### config.mk
export PLATFORM = sky130hd
export DESIGN_NAME = dhcp_lease_pool_engine
export DESIGN_NICKNAME = d
export VERILOG_FILES = /design/src/hw/rtl/dlpe_pkg.sv /design/src/hw/rtl/dhcp_lease_pool_engine.sv /design/src/hw/rtl/dlpe_ram.sv /design/src/hw/rtl/dlpe_store.sv /design/src/hw/rtl/dlpe_seq.sv
export SDC_FILE = /design/constraint.sdc
export NUM_CORES = 2
export LEC_CHECK = 0
export ABC_CLOCK_PERIOD_IN_PS = 14220
export BUFFER_PORTS_ARGS = -buffer_cell sky130_fd_sc_hd__buf_2
export CORE_UTILIZATION = 45
export DETAILED_ROUTE_END_ITERATION = 10
export RECOVER_POWER = 25
export REMOVE_ABC_BUFFERS = 1
export SLEW_MARGIN = 0
export SYNTH_ARGS = -nofsm -noshare
export SYNTH_HDL_FRONTEND = slang
export SYNTH_HIERARCHICAL = 1
export SYNTH_SLANG_ARGS = --single-unit
export TNS_END_PERCENT = 10
### constraint.sdc
create_clock -name clk -period 14.22 [get_ports clk]
set_clock_uncertainty 0.05 [all_clocks]
set_input_delay 1.422 -clock clk [delete_from_list [all_inputs] [get_ports clk]]
set_output_delay 1.422 -clock clk [all_outputs]
set_load 0.005 [all_outputs]
### src/hw/rtl/dlpe_pkg.sv
// types, codes and constants of the dhcp lease pool engine
// no dependencies
`timescale 1ns / 1ps

package dlpe_pkg;

	localparam int MAC_BYTES = 6;
	localparam int MAC_W     = 8 * MAC_BYTES;

	localparam logic [7:0]  HTYPE_ETH        = 8'd1;
	localparam logic [4:0]  POOL_SIZE_RST    = 5'd16;
	localparam logic [31:0] BASE_ADDR_RST    = 32'hC0A8_0102;
	localparam logic [31:0] LEASE_TICKS_RST  = 32'd360000;

	typedef enum logic [1:0] {
		CMD_DISCOVER = 2'd0,
		CMD_REQUEST  = 2'd1,
		CMD_RELEASE  = 2'd2,
		CMD_OTHER    = 2'd3
	} cmd_t;

	typedef enum logic [1:0] {
		RPL_NONE  = 2'd0,
		RPL_OFFER = 2'd1,
		RPL_ACK   = 2'd2,
		RPL_NAK   = 2'd3
	} reply_t;

	typedef enum logic [2:0] {
		STS_OK      = 3'd0,
		STS_BAD_HW  = 3'd1,
		STS_FULL    = 3'd2,
		STS_NO_ADDR = 3'd3,
		STS_SUBNET  = 3'd4,
		STS_RANGE   = 3'd5,
		STS_TAKEN   = 3'd6,
		STS_UNSUPP  = 3'd7
	} status_t;

	typedef enum logic [1:0] {
		CFG_POOL_SIZE   = 2'd0,
		CFG_BASE_ADDR   = 2'd1,
		CFG_LEASE_TICKS = 2'd2
	} cfg_idx_t;

	typedef struct packed {
		cmd_t        command;
		logic [31:0] now;
		logic [7:0]  hw_type;
		logic [7:0]  hw_len;
		logic [47:0] client_mac;
		logic [31:0] wanted_addr;
		logic        wanted_present;
		logic [31:0] current_addr;
	} in_word_t;

	typedef struct packed {
		reply_t      reply_kind;
		logic [31:0] your_addr;
		logic [3:0]  slot;
		status_t     status;
	} out_word_t;

	typedef struct packed {
		logic [4:0]  pool_size;
		logic [31:0] base_addr;
		logic [31:0] lease_ticks;
	} cfg_t;

	typedef struct packed {
		logic rd_en;
		logic mac_we;
		logic exp_we;
	} store_ctl_t;

	// top len bytes of a mac set, byte zero in the top bits
	function automatic logic [MAC_W-1:0] prefix_mask(input logic [7:0] len);
		logic [MAC_W-1:0] m;
		m = '0;
		for (int b = 0; b < MAC_BYTES; b++) begin
			if (8'(b) < len)
				m[MAC_W-1-8*b -: 8] = 8'hFF;
		end
		return m;
	endfunction

endpackage

### src/hw/rtl/dhcp_lease_pool_engine.sv
// top level of the dhcp lease pool engine: configuration registers and block wiring
// depends on dlpe_pkg, dlpe_store, dlpe_seq
`timescale 1ns / 1ps

// A message word is taken when start is high while busy is low. Every word
// gives exactly one result word, shown on result_word for a single cycle with
// result_valid high; the receiver cannot stall it, so it must take the word in
// that cycle. A message reads the first n slots in turn through the single
// read port of the lease memories, where n is the effective pool size
// (pool_size capped at LEASE_SLOTS), then drains the registered read and
// decides and writes back. The next start is taken in the same cycle the
// result is shown. Lease state is zero after reset with no clearing pass
// (per-entry written flags mask unwritten entries). Configuration is
// written through cfg_we, cfg_idx and cfg_wdata and must only change while
// busy is low.
module dhcp_lease_pool_engine
	import dlpe_pkg::*;
#(
	parameter int LEASE_SLOTS = 16
) (
	input  logic        clk,
	input  logic        arst_n,
	input  logic        start,
	input  in_word_t    cmd_word,
	output logic        busy,
	output logic        result_valid,
	output out_word_t   result_word,
	input  logic        cfg_we,
	input  logic [1:0]  cfg_idx,
	input  logic [31:0] cfg_wdata
);

	localparam int IDX_W = (LEASE_SLOTS > 1) ? $clog2(LEASE_SLOTS) : 1;

	// configuration registers
	logic [4:0]  pool_size_q;
	logic [31:0] base_addr_q;
	logic [31:0] lease_ticks_q;
	cfg_t        cfg;

	// lease store port
	store_ctl_t       st_ctl;
	logic [IDX_W-1:0] rd_addr;
	logic [IDX_W-1:0] wr_addr;
	logic [MAC_W-1:0] wr_mac;
	logic [31:0]      wr_exp;
	logic [MAC_W-1:0] rd_mac;
	logic [31:0]      rd_exp;

	// unknown register indexes are dropped
	always_ff @(posedge clk or negedge arst_n) begin
		if (!arst_n) begin
			pool_size_q   <= POOL_SIZE_RST;
			base_addr_q   <= BASE_ADDR_RST;
			lease_ticks_q <= LEASE_TICKS_RST;
		end else if (cfg_we) begin
			unique case (cfg_idx)
				CFG_POOL_SIZE:   pool_size_q   <= cfg_wdata[4:0];
				CFG_BASE_ADDR:   base_addr_q   <= cfg_wdata;
				CFG_LEASE_TICKS: lease_ticks_q <= cfg_wdata;
				default: ;
			endcase
		end
	end

	assign cfg = '{pool_size: pool_size_q, base_addr: base_addr_q,
	               lease_ticks: lease_ticks_q};

	// mac and expiry memories, one entry per lease slot
	dlpe_store #(.DEPTH(LEASE_SLOTS)) u_store (
		.clk     (clk),
		.arst_n  (arst_n),
		.ctl     (st_ctl),
		.rd_addr (rd_addr),
		.wr_addr (wr_addr),
		.wr_mac  (wr_mac),
		.wr_exp  (wr_exp),
		.rd_mac  (rd_mac),
		.rd_exp  (rd_exp)
	);

	// sweep and lookup scan, then decision and write-back
	dlpe_seq #(.LEASE_SLOTS(LEASE_SLOTS)) u_seq (
		.clk          (clk),
		.arst_n       (arst_n),
		.cfg          (cfg),
		.start        (start),
		.cmd_word     (cmd_word),
		.busy         (busy),
		.result_valid (result_valid),
		.result_word  (result_word),
		.st_ctl       (st_ctl),
		.rd_addr      (rd_addr),
		.wr_addr      (wr_addr),
		.wr_mac       (wr_mac),
		.wr_exp       (wr_exp),
		.rd_mac       (rd_mac),
		.rd_exp       (rd_exp)
	);

endmodule

### src/hw/rtl/dlpe_ram.sv
// generic single-write, single-read ram with registered read data
// no dependencies
`timescale 1ns / 1ps

module dlpe_ram #(
	parameter int WIDTH = 32,
	parameter int DEPTH = 16,
	localparam int AW = (DEPTH > 1) ? $clog2(DEPTH) : 1
) (
	input  logic             clk,
	input  logic             we,
	input  logic [AW-1:0]    waddr,
	input  logic [WIDTH-1:0] wdata,
	input  logic             re,
	input  logic [AW-1:0]    raddr,
	output logic [WIDTH-1:0] rdata
);

	logic [WIDTH-1:0] mem_q [DEPTH];
	logic [WIDTH-1:0] rdata_q;

	always_ff @(posedge clk) begin
		if (we)
			mem_q[waddr] <= wdata;
		if (re)
			rdata_q <= mem_q[raddr];
	end

	assign rdata = rdata_q;

endmodule

### src/hw/rtl/dlpe_store.sv
// lease store: mac and expiry rams, per-entry written flags so reset reads zero
// depends on dlpe_pkg, dlpe_ram
`timescale 1ns / 1ps

module dlpe_store
	import dlpe_pkg::*;
#(
	parameter int DEPTH = 16,
	localparam int AW = (DEPTH > 1) ? $clog2(DEPTH) : 1
) (
	input  logic             clk,
	input  logic             arst_n,
	input  store_ctl_t       ctl,
	input  logic [AW-1:0]    rd_addr,
	input  logic [AW-1:0]    wr_addr,
	input  logic [MAC_W-1:0] wr_mac,
	input  logic [31:0]      wr_exp,
	output logic [MAC_W-1:0] rd_mac,
	output logic [31:0]      rd_exp
);

	logic [DEPTH-1:0] mac_vld_q;
	logic [DEPTH-1:0] exp_vld_q;
	logic             mac_ok_s1;
	logic             exp_ok_s1;
	logic [MAC_W-1:0] ram_mac;
	logic [31:0]      ram_exp;

	dlpe_ram #(.WIDTH(MAC_W), .DEPTH(DEPTH)) u_mac_ram (
		.clk   (clk),
		.we    (ctl.mac_we),
		.waddr (wr_addr),
		.wdata (wr_mac),
		.re    (ctl.rd_en),
		.raddr (rd_addr),
		.rdata (ram_mac)
	);

	dlpe_ram #(.WIDTH(32), .DEPTH(DEPTH)) u_exp_ram (
		.clk   (clk),
		.we    (ctl.exp_we),
		.waddr (wr_addr),
		.wdata (wr_exp),
		.re    (ctl.rd_en),
		.raddr (rd_addr),
		.rdata (ram_exp)
	);

	// the sequencer never reads and writes one entry in the same cycle
	always_ff @(posedge clk or negedge arst_n) begin
		if (!arst_n) begin
			mac_vld_q <= '0;
			exp_vld_q <= '0;
			mac_ok_s1 <= 1'b0;
			exp_ok_s1 <= 1'b0;
		end else begin
			if (ctl.mac_we)
				mac_vld_q[wr_addr] <= 1'b1;
			if (ctl.exp_we)
				exp_vld_q[wr_addr] <= 1'b1;
			if (ctl.rd_en) begin
				mac_ok_s1 <= mac_vld_q[rd_addr];
				exp_ok_s1 <= exp_vld_q[rd_addr];
			end
		end
	end

	assign rd_mac = mac_ok_s1 ? ram_mac : '0;
	assign rd_exp = exp_ok_s1 ? ram_exp : '0;

endmodule

### src/hw/rtl/dlpe_seq.sv
// message sequencer: expiry sweep and lookup scan, decision, write-back
// depends on dlpe_pkg
`timescale 1ns / 1ps

module dlpe_seq
	import dlpe_pkg::*;
#(
	parameter int LEASE_SLOTS = 16,
	localparam int IDX_W = (LEASE_SLOTS > 1) ? $clog2(LEASE_SLOTS) : 1,
	localparam int N_W = $clog2(LEASE_SLOTS + 1)
) (
	input  logic             clk,
	input  logic             arst_n,
	input  cfg_t             cfg,
	input  logic             start,
	input  in_word_t         cmd_word,
	output logic             busy,
	output logic             result_valid,
	output out_word_t        result_word,
	output store_ctl_t       st_ctl,
	output logic [IDX_W-1:0] rd_addr,
	output logic [IDX_W-1:0] wr_addr,
	output logic [MAC_W-1:0] wr_mac,
	output logic [31:0]      wr_exp,
	input  logic [MAC_W-1:0] rd_mac,
	input  logic [31:0]      rd_exp
);

	typedef enum logic [2:0] {
		S_IDLE   = 3'b001,
		S_SCAN   = 3'b010,
		S_DECIDE = 3'b100
	} state_t;

	state_t           state_q;
	in_word_t         in_q;
	logic [N_W-1:0]   n_q;
	logic [N_W-1:0]   cnt_q;
	logic [31:0]      req_q;
	logic             have_q;
	logic             subnet_ok_q;
	logic             range_ok_q;
	logic [IDX_W-1:0] offs_q;
	logic             proc_vld_s1;
	logic [IDX_W-1:0] proc_idx_s1;
	logic             match_hit_q;
	logic [IDX_W-1:0] match_idx_q;
	logic             empty_hit_q;
	logic [IDX_W-1:0] empty_idx_q;
	logic [MAC_W-1:0] cap_mac_q;
	logic [31:0]      cap_exp_q;
	logic             res_vld_q;
	out_word_t        res_q;

	logic             accept;
	logic [N_W-1:0]   n_eff;
	logic [31:0]      req_in;
	logic [8:0]       diff;
	logic             rd_go;
	logic             expired;
	logic [31:0]      exp_post;
	logic             hw_ok;
	logic             lk_hit;
	logic [IDX_W-1:0] lk_idx;
	logic [MAC_W-1:0] mask;
	logic [31:0]      exp_sum;
	logic             do_bind;
	logic             do_free;
	out_word_t        dec_res;

	assign accept = start && (state_q == S_IDLE);
	assign busy   = (state_q != S_IDLE);

	// pool size above the slot count acts as the slot count
	assign n_eff = (32'(cfg.pool_size) > LEASE_SLOTS) ? N_W'(LEASE_SLOTS)
	                                                 : N_W'(cfg.pool_size);

	assign req_in = cmd_word.wanted_present ? cmd_word.wanted_addr : cmd_word.current_addr;
	assign diff   = {1'b0, req_in[7:0]} - {1'b0, cfg.base_addr[7:0]};

	assign rd_go   = (state_q == S_SCAN) && (cnt_q < n_q);
	assign rd_addr = cnt_q[IDX_W-1:0];

	assign expired  = (rd_exp != 32'd0) && (rd_exp < in_q.now);
	assign exp_post = expired ? 32'd0 : rd_exp;

	// decision, from the scan results
	assign hw_ok   = (in_q.hw_type == HTYPE_ETH) && (in_q.hw_len <= 8'(MAC_BYTES));
	assign lk_hit  = match_hit_q || empty_hit_q;
	assign lk_idx  = match_hit_q ? match_idx_q : empty_idx_q;
	assign mask    = prefix_mask(in_q.hw_len);
	assign exp_sum = in_q.now + cfg.lease_ticks;

	always_comb begin
		dec_res = '{reply_kind: RPL_NONE, your_addr: 32'd0, slot: 4'd0, status: STS_OK};
		do_bind = 1'b0;
		do_free = 1'b0;
		unique case (in_q.command)
			CMD_DISCOVER: begin
				if (!hw_ok) begin
					dec_res.status = STS_BAD_HW;
				end else if (!lk_hit) begin
					dec_res.status = STS_FULL;
				end else begin
					dec_res.reply_kind = RPL_OFFER;
					dec_res.your_addr  = {cfg.base_addr[31:8],
					                      cfg.base_addr[7:0] + 8'(lk_idx)};
					dec_res.slot       = 4'(lk_idx);
				end
			end
			CMD_REQUEST: begin
				priority if (!hw_ok) begin
					dec_res.status = STS_BAD_HW;
				end else if (!have_q) begin
					dec_res.reply_kind = RPL_NAK;
					dec_res.status     = STS_NO_ADDR;
				end else if (!subnet_ok_q) begin
					dec_res.reply_kind = RPL_NAK;
					dec_res.status     = STS_SUBNET;
				end else if (!range_ok_q) begin
					dec_res.reply_kind = RPL_NAK;
					dec_res.status     = STS_RANGE;
				end else if ((cap_exp_q != 32'd0) &&
				             (((cap_mac_q ^ in_q.client_mac) & mask) != '0)) begin
					dec_res.reply_kind = RPL_NAK;
					dec_res.status     = STS_TAKEN;
					dec_res.slot       = 4'(offs_q);
				end else begin
					dec_res.reply_kind = RPL_ACK;
					dec_res.your_addr  = req_q;
					dec_res.slot       = 4'(offs_q);
					do_bind            = 1'b1;
				end
			end
			CMD_RELEASE: begin
				if (!lk_hit) begin
					dec_res.status = STS_FULL;
				end else begin
					dec_res.slot = 4'(lk_idx);
					do_free      = 1'b1;
				end
			end
			CMD_OTHER: begin
				dec_res.status = STS_UNSUPP;
			end
			default: begin
				dec_res.status = STS_UNSUPP;
			end
		endcase
	end

	// store port: sweep writes during the scan, bind or release at the decision
	always_comb begin
		st_ctl.rd_en  = rd_go;
		st_ctl.mac_we = 1'b0;
		st_ctl.exp_we = 1'b0;
		wr_addr       = proc_idx_s1;
		wr_mac        = (cap_mac_q & ~mask) | (in_q.client_mac & mask);
		wr_exp        = 32'd0;
		if (state_q == S_DECIDE) begin
			if (do_bind) begin
				st_ctl.mac_we = 1'b1;
				st_ctl.exp_we = 1'b1;
				wr_addr       = offs_q;
				wr_exp        = (exp_sum == 32'd0) ? 32'd1 : exp_sum;
			end else if (do_free) begin
				st_ctl.exp_we = 1'b1;
				wr_addr       = lk_idx;
			end
		end else if (proc_vld_s1 && expired) begin
			st_ctl.exp_we = 1'b1;
		end
	end

	always_ff @(posedge clk or negedge arst_n) begin
		if (!arst_n) begin
			state_q     <= S_IDLE;
			cnt_q       <= '0;
			proc_vld_s1 <= 1'b0;
			res_vld_q   <= 1'b0;
			match_hit_q <= 1'b0;
			empty_hit_q <= 1'b0;
		end else begin
			proc_vld_s1 <= rd_go;
			res_vld_q   <= 1'b0;
			unique case (state_q)
				S_IDLE: begin
					if (accept) begin
						cnt_q       <= '0;
						match_hit_q <= 1'b0;
						empty_hit_q <= 1'b0;
						state_q     <= S_SCAN;
					end
				end
				S_SCAN: begin
					if (rd_go)
						cnt_q <= cnt_q + 1'b1;
					if (proc_vld_s1) begin
						if ((exp_post == 32'd0) && !empty_hit_q)
							empty_hit_q <= 1'b1;
						else if (!match_hit_q && (rd_mac == in_q.client_mac))
							match_hit_q <= 1'b1;
					end
					if (cnt_q == n_q)
						state_q <= S_DECIDE;
				end
				S_DECIDE: begin
					res_vld_q <= 1'b1;
					state_q   <= S_IDLE;
				end
				default: begin
					state_q <= S_IDLE;
				end
			endcase
		end
	end

	// payload side, no reset
	always_ff @(posedge clk) begin
		proc_idx_s1 <= rd_addr;
		if (accept) begin
			in_q        <= cmd_word;
			n_q         <= n_eff;
			req_q       <= req_in;
			have_q      <= cmd_word.wanted_present || (cmd_word.current_addr != 32'd0);
			subnet_ok_q <= (req_in[31:8] == cfg.base_addr[31:8]);
			range_ok_q  <= !diff[8] && ({1'b0, diff[7:0]} < 9'(n_eff));
			offs_q      <= IDX_W'(diff[7:0]);
		end
		if ((state_q == S_SCAN) && proc_vld_s1) begin
			if ((exp_post == 32'd0) && !empty_hit_q)
				empty_idx_q <= proc_idx_s1;
			else if (!match_hit_q && (rd_mac == in_q.client_mac))
				match_idx_q <= proc_idx_s1;
			if (proc_idx_s1 == offs_q) begin
				cap_mac_q <= rd_mac;
				cap_exp_q <= exp_post;
			end
		end
		if (state_q == S_DECIDE)
			res_q <= dec_res;
	end

	assign result_valid = res_vld_q;
	assign result_word  = res_q;

endmodule

==> Yosys cells after proc, flatten, opt, wreduce, memory -nomap -nowiden <==
Memories as Yosys holds them, arrays and structs flattened. A register that Yosys moved wholly into a read port is not among the register bits.
Cells that the tools add are included.
{ "totals": {"ff_bits": 390, "ram_bits": 1280, "word_cells": 197, "mem_count": 2} }
{ "mem_list": {"columns": ["memory", "depth", "word_bits", "read_ports", "rd_ports_with_merged_regs", "write_ports", "line_no", "rtl"], "rows": [
  ["u_store.u_mac_ram.mem_q", 16, 48, 1, 1, 1, "dlpe_ram.sv:19", "logic [WIDTH-1:0] mem_q [DEPTH];"],
  ["u_store.u_exp_ram.mem_q", 16, 32, 1, 1, 1, "dlpe_ram.sv:19", null]
]} }
{ "classes": {"add_sub_neg": 4, "magnitude_cmp": 14, "n_eq_ne": 21, "mux": 79, "bitwise": 9, "n_reduce_logical": 35} }
{ "op_table": {"columns": ["cell", "n"], "rows": [
  ["$mux 32", 7],
  ["$and 48x48->48", 3],
  ["$mux 36", 3],
  ["$reduce_bool 32->1", 3],
  ["$mux 37", 2],
  ["$pmux 34 s2", 1],
  ["$logic_not 32->1", 2],
  ["$eq 48x48->1", 1],
  ["$mux 48", 1],
  ["$mux 8", 6],
  ["$not 48->48", 1],
  ["$or 48x48->48", 1],
  ["$reduce_bool 48->1", 1],
  ["$xor 48x48->48", 1],
  ["$mux 38", 1],
  ["$add 32x32->32", 1],
  ["$lt 32x32->1", 1],
  ["$or 16x16->16", 2],
  ["$mux 1", 29],
  ["$eq 24x24->1", 1],
  ["$mux 3", 8],
  ["$mux 4", 5],
  ["$lt 1x8->1 const A", 2],
  ["$lt 2x8->1 const A", 2],
  ["40 further kinds", 77]
]} }

==> Longest topological paths before layout <==
{ "depth": {"word_depth": 18, "depth_mapped": 15, "mapped_depth_nobuf": 13} }

==> Modules after synthesis <==
Netlist, hierarchy kept.
{ "by_module_without_submodules": {"columns": ["module", "n_inst", "cells_per_inst", "area_each_um2", "seq_area_each_um2"], "rows": [
  ["dlpe_ram (u_store.u_mac_ram)", 1, 1242, 30171.4, 24503.5],
  ["dlpe_ram (u_store.u_exp_ram)", 1, 838, 20155.6, 16335.7],
  ["dlpe_seq", 1, 1326, 15975.3, 8519.4],
  ["dhcp_lease_pool_engine", 1, 147, 2887.8, 1747.9],
  ["dlpe_store", 1, 190, 2024.4, 850.8]
]} }

==> Worst setup path after synthesis <==
No wires, ideal clock.
{ "synth_path": {"kind": "reg-to-reg", "start": "reg u_seq/in_q[119] (netlist bit)", "end": "mem u_store/u_mac_ram/mem_q[0][0] (netlist bit), enable pin", "setup_ns": 0.513, "arrival_time_ns": 6.696, "required_ns": 13.657, "slack_ns": 6.962, "path_stages_with_launch": 13, "period_less_slack_ns": 7.258, "path_cell_list": "edfxtp_1 or4_1 or3_4 buf_6 o32ai_1 a21oi_1 o32ai_2 nor3b_4 o21ai_1 nand2_1 o21ai_0 or3b_2 nor3_1"} }
{ "synth_between": {"word_cells_on_any_way": 29} }
{ "synth_lines": {"columns": ["element", "line_no", "rtl"], "rows": [
  ["start: declaration", "dlpe_seq.sv:36", "in_word_t in_q;"],
  ["start signal: assignment", "dlpe_seq.sv:222", "in_q <= cmd_word;"],
  ["$lt 3x8->1 (tied with other cells)", "dlpe_pkg.sv:81", "if (8'(b) < len)"],
  ["$mux 8", "dlpe_pkg.sv:81", null],
  ["$and 48x48->48", "dlpe_seq.sv:124", "(((cap_mac_q ^ in_q.client_mac) & mask) != '0)) begin"],
  ["$reduce_bool 48->1", "dlpe_seq.sv:124", null],
  ["$logic_and 1x1->1", "dlpe_seq.sv:123", "end else if ((cap_exp_q != 32'd0) &&"],
  ["$mux 1", "dlpe_seq.sv:123", null],
  ["$mux 1", "dlpe_seq.sv:120", "end else if (!range_ok_q) begin"],
  ["$mux 1", "dlpe_seq.sv:117", "end else if (!subnet_ok_q) begin"],
  ["$mux 1", "dlpe_seq.sv:114", "end else if (!have_q) begin"],
  ["$mux 1 (*)", "dlpe_seq.sv:112", "priority if (!hw_ok) begin"],
  ["$mux 1 (*)", "dlpe_seq.sv:98", "unique case (in_q.command)"],
  ["$mux 4 (*)", "dlpe_seq.sv:161", "if (do_bind) begin"],
  ["$mux 4 (*)", "dlpe_seq.sv:160", "if (state_q == S_DECIDE) begin"],
  ["via wr_addr[3]", "dhcp_lease_pool_engine.sv:44", "logic [IDX_W-1:0] wr_addr;"],
  ["end: declaration", "dlpe_ram.sv:19", null]
]} }
The timed path passes the listed nets; every way through them passes the cells marked *.

==> results.cfg <==
[outcome]
status = finished, violations left
violations = capacitance limit, slew limit

[logic_synthesis]
synth_cells = 3743
yosysWarnings = 6
yosysMostFrequentCell = edfxtp_1
yosys-top-cells-area = edfxtp_1 (69%), mux4_2 (10%), dfrtp_1 (3.4%)
syn_area_um2 = 71210
avgSynthCellArea_um2 = 19.03
synthTopCellsByCount = edfxtp_1 (1,631), mux4_2 (320), a22oi_1 (165)
yosysTopAreaCellShare_pct = 68.77
yosysTopAreaCell = edfxtp_1
async_flop_share_pct = 6.571
ys_types = 79
synth-seq-area-share_pct = 72.96
synth_edf_count = 1631
ys_ff_latch = 1750
synth_ff_type = edfxtp_1

[hold_path]
hold_path_class = reg2reg

[clock_network]
post-cts-setup-buffer-count = 0
cts_hold_buf = 0
cts_root_buf = clkbuf_16
clock-sinks = 1750
clock_path_buffers = 3
clock_latency_ns = 0.83
h-tree-depth = 4
cts_tree = done
cts_buffers = 176
path_clk_slew_ns = 0.06
cts.repair.resized = 0

[route]
routed_via_density = 5.823
drcViolationCount = 0
post_drt_wl_per_cell_um = 28.36
drtIter0Drc = 3255
drtAntennaViolNets = 0
wirelength_mm = 177.9
vias = 36530
drt_pass1_iterations = 7

[critical_path]
crit_path_max_incr_delay_ns = 0.95
cp_common_cell = buf_4
crit_path_top_delay_cell = nor2_1
crit_chain = or4_1 > or3_1 > nor2_1 > a21oi_1 > o32ai_2 > nor3b_4 > buf_4 > nand2_2 > inv_1 > or3b_2 > nor2_4 > buf_4
critPathLaunchType = flop
cp_data_required_time_ns = 14.58
critPathMaxFanout = 43
worstSetupPathType = reg2reg
worst_setup_path_end_kind = flop
critical_path_arrival_ns = 7.70

[pwr]
vdd_drop_max_mv = 0.1397
p_leak_nw = 25.05
powerDensity_nw_per_um2 = 163.1

[finish]
drive_above_1_share_pct = 22.29
final_util_pct = 51.24
nFillCells = 12680
nets = 4362
area_growth_pct = 12.66
postLayoutCellArea_um2 = 80230
stdcell_count = 6273

[sta]
finalSetupViolCount = 0
timing.final.max_slew_violations = 442
tightest_slew_ns = 3.567
period_share_pct = 51.61
rsz0062_at_grt = false
fmax_ghz = 0.1363
slew_headroom_pct = -137.8
layout_setup_ws_ns = 6.882
period_needed_ns = 7.338
hold_viol = 0

[floorplan]
ios = 244
dieWidth_um = 399.8
start_util_pct = 45.48
core_area_um2 = 156600
die_h_um = 399.8
row_count = 145
die-area_um2 = 159800

[global_route]
grt_pass1_wl_mm = 256.3
grt.total_usage_pct = 22.25
grt_overflow = 0
grt_pass1_vias = 36730
antenna_found_initial = 11
grt_max_degree = 143

[placement]
io_buffer_count = 243
place_area_um2 = 75050
gp_congestion = 0.8698
hpwl_mm = 108.8
pre_cts_slack_ns = 7.450
place_inst = 5954

[run]
maxCapViolCount = 11
cell type report:
| cell class | count | area, um2 | area share, % |
|---|---|---|---|
| Antenna cell | 3 | 7.507 | 0.009357 |
| Inverter | 85 | 324.1 | 0.4039 |
| Clock buffer | 219 | 4678 | 5.831 |
| Multi-Input combinational cell | 1748 | 18120 | 22.59 |
| Timing Repair Buffer | 313 | 1684 | 2.099 |
| Tap cell | 2058 | 2575 | 3.210 |
| Sequential cell | 1750 | 51960 | 64.77 |
| Clock inverter | 97 | 875.8 | 1.092 |
logic make-up (layout without fill, tap and decap cells):
logic type / Yosys count / in the layout / share of synthesized area [%]
other: 0 / 3 / 0
muxes: 488 / 488 / 13.24
adders and majority gates: 87 / 87 / 1.560
DFF: 1750 / 1750 / 72.96
and+or+nand+nor: 581 / 581 / 4.343
xor gates and xnor gates: 146 / 146 / 1.796
buffers and inverters: 245 / 714 / 1.601
AOI/OAI and AO/OA: 446 / 446 / 4.503
worst paths after layout:
kind | start | end | slack [ns] | depth (start not counted)
min in group asynchronous | arst_n | base_addr_q[9]$_DFFE_PN0P_ | 1.52 | 1
max in group asynchronous | arst_n | u_seq/cnt_q[1]$_DFFE_PN0P_ | 7.56 | 2
max | u_seq/in_q[119]$_DFFE_PP_ | u_store/u_mac_ram/mem_q[3][17]$_DFFE_PP_ | 6.88 | 12
min reg2reg | u_store/mac_vld_q[14]$_DFFE_PN0P_ | u_store/mac_vld_q[14]$_DFFE_PN0P_ | 0.42 | 1
max reg2reg | u_seq/in_q[119]$_DFFE_PP_ | u_store/u_mac_ram/mem_q[3][17]$_DFFE_PP_ | 6.88 | 12
min | u_store/mac_vld_q[14]$_DFFE_PN0P_ | u_store/mac_vld_q[14]$_DFFE_PN0P_ | 0.42 | 1
routing by layer:
layer	GRT usage [%]	part of all wire [%]	wire, um
met2	34.65	47	84170
met1	32.40	44	78340
met5	0	0	0
met3	4.018	6.4	11350
met4	5.787	2.3	4035
through the flow:
stage / power, mW / hold slack [ns] / TNS, ns
CTS: 13.23 / 0.4189 / 0
finish: 13.08 / 0.4183 / 0
floorplan: 8.454 / 0.3841 / -51.57
global route: 13.57 / 0.4312 / 0
global placement: 8.750 / 0.3994 / 0
detailed placement: 8.774 / 0.4044 / 0
cells in the final DEF, fill, tap and decap left out, types with 68 or more instances in the layout:
cell type / count
nor2_1: 69
xor2_1: 68
ha_1: 84
buf_2: 204
mux2_1: 113
edfxtp_1: 1631
dfrtp_1: 96
and2_1: 71
nand2_1: 149
xnor2_1: 78
a22oi_1: 165
inv_1: 83
clkbuf_1: 82
clkbuf_16: 178
mux4_2: 320
where the power goes:
part	leakage [nW]	total (mW)	switching [mW]	internal, mW
Combinational	7.30	2.41	1.45	0.952
Clock	2.71	4.46	1.98	2.48
Sequential	15.0	6.21	0.209	6.01
Total	25.0	13.1	3.65	9.44
registers in the layout (all words and copies together), names as in the netlist, 5 cells and up:
| name | flops |
|---|---|
| base_addr_q | 32 |
| lease_ticks_q | 32 |
| u_seq/in_q | 98 |
| pool_size_q | 5 |
| u_store/u_mac_ram/mem_q | 768 |
| u_store/mac_vld_q | 16 |
| u_store/exp_vld_q | 16 |
| u_store/u_exp_ram/mem_q | 512 |
| u_store/u_mac_ram/rdata | 48 |
| u_seq/cap_exp_q | 32 |
| u_seq/req_q | 32 |
| u_seq/n_q | 5 |
| u_seq/result_word | 41 |
| u_seq/cnt_q | 5 |
| u_seq/cap_mac_q | 48 |
| u_store/u_exp_ram/rdata | 32 |
critical path: cells and delay by family, from the launching register on:
family | cells | cell delay, ns
simple gates | 7 | 3.84
flops | 1 | 0.36
buf+inv | 3 | 1.78
compound gates | 2 | 0.80
Power figures use the tool's default switching activity.
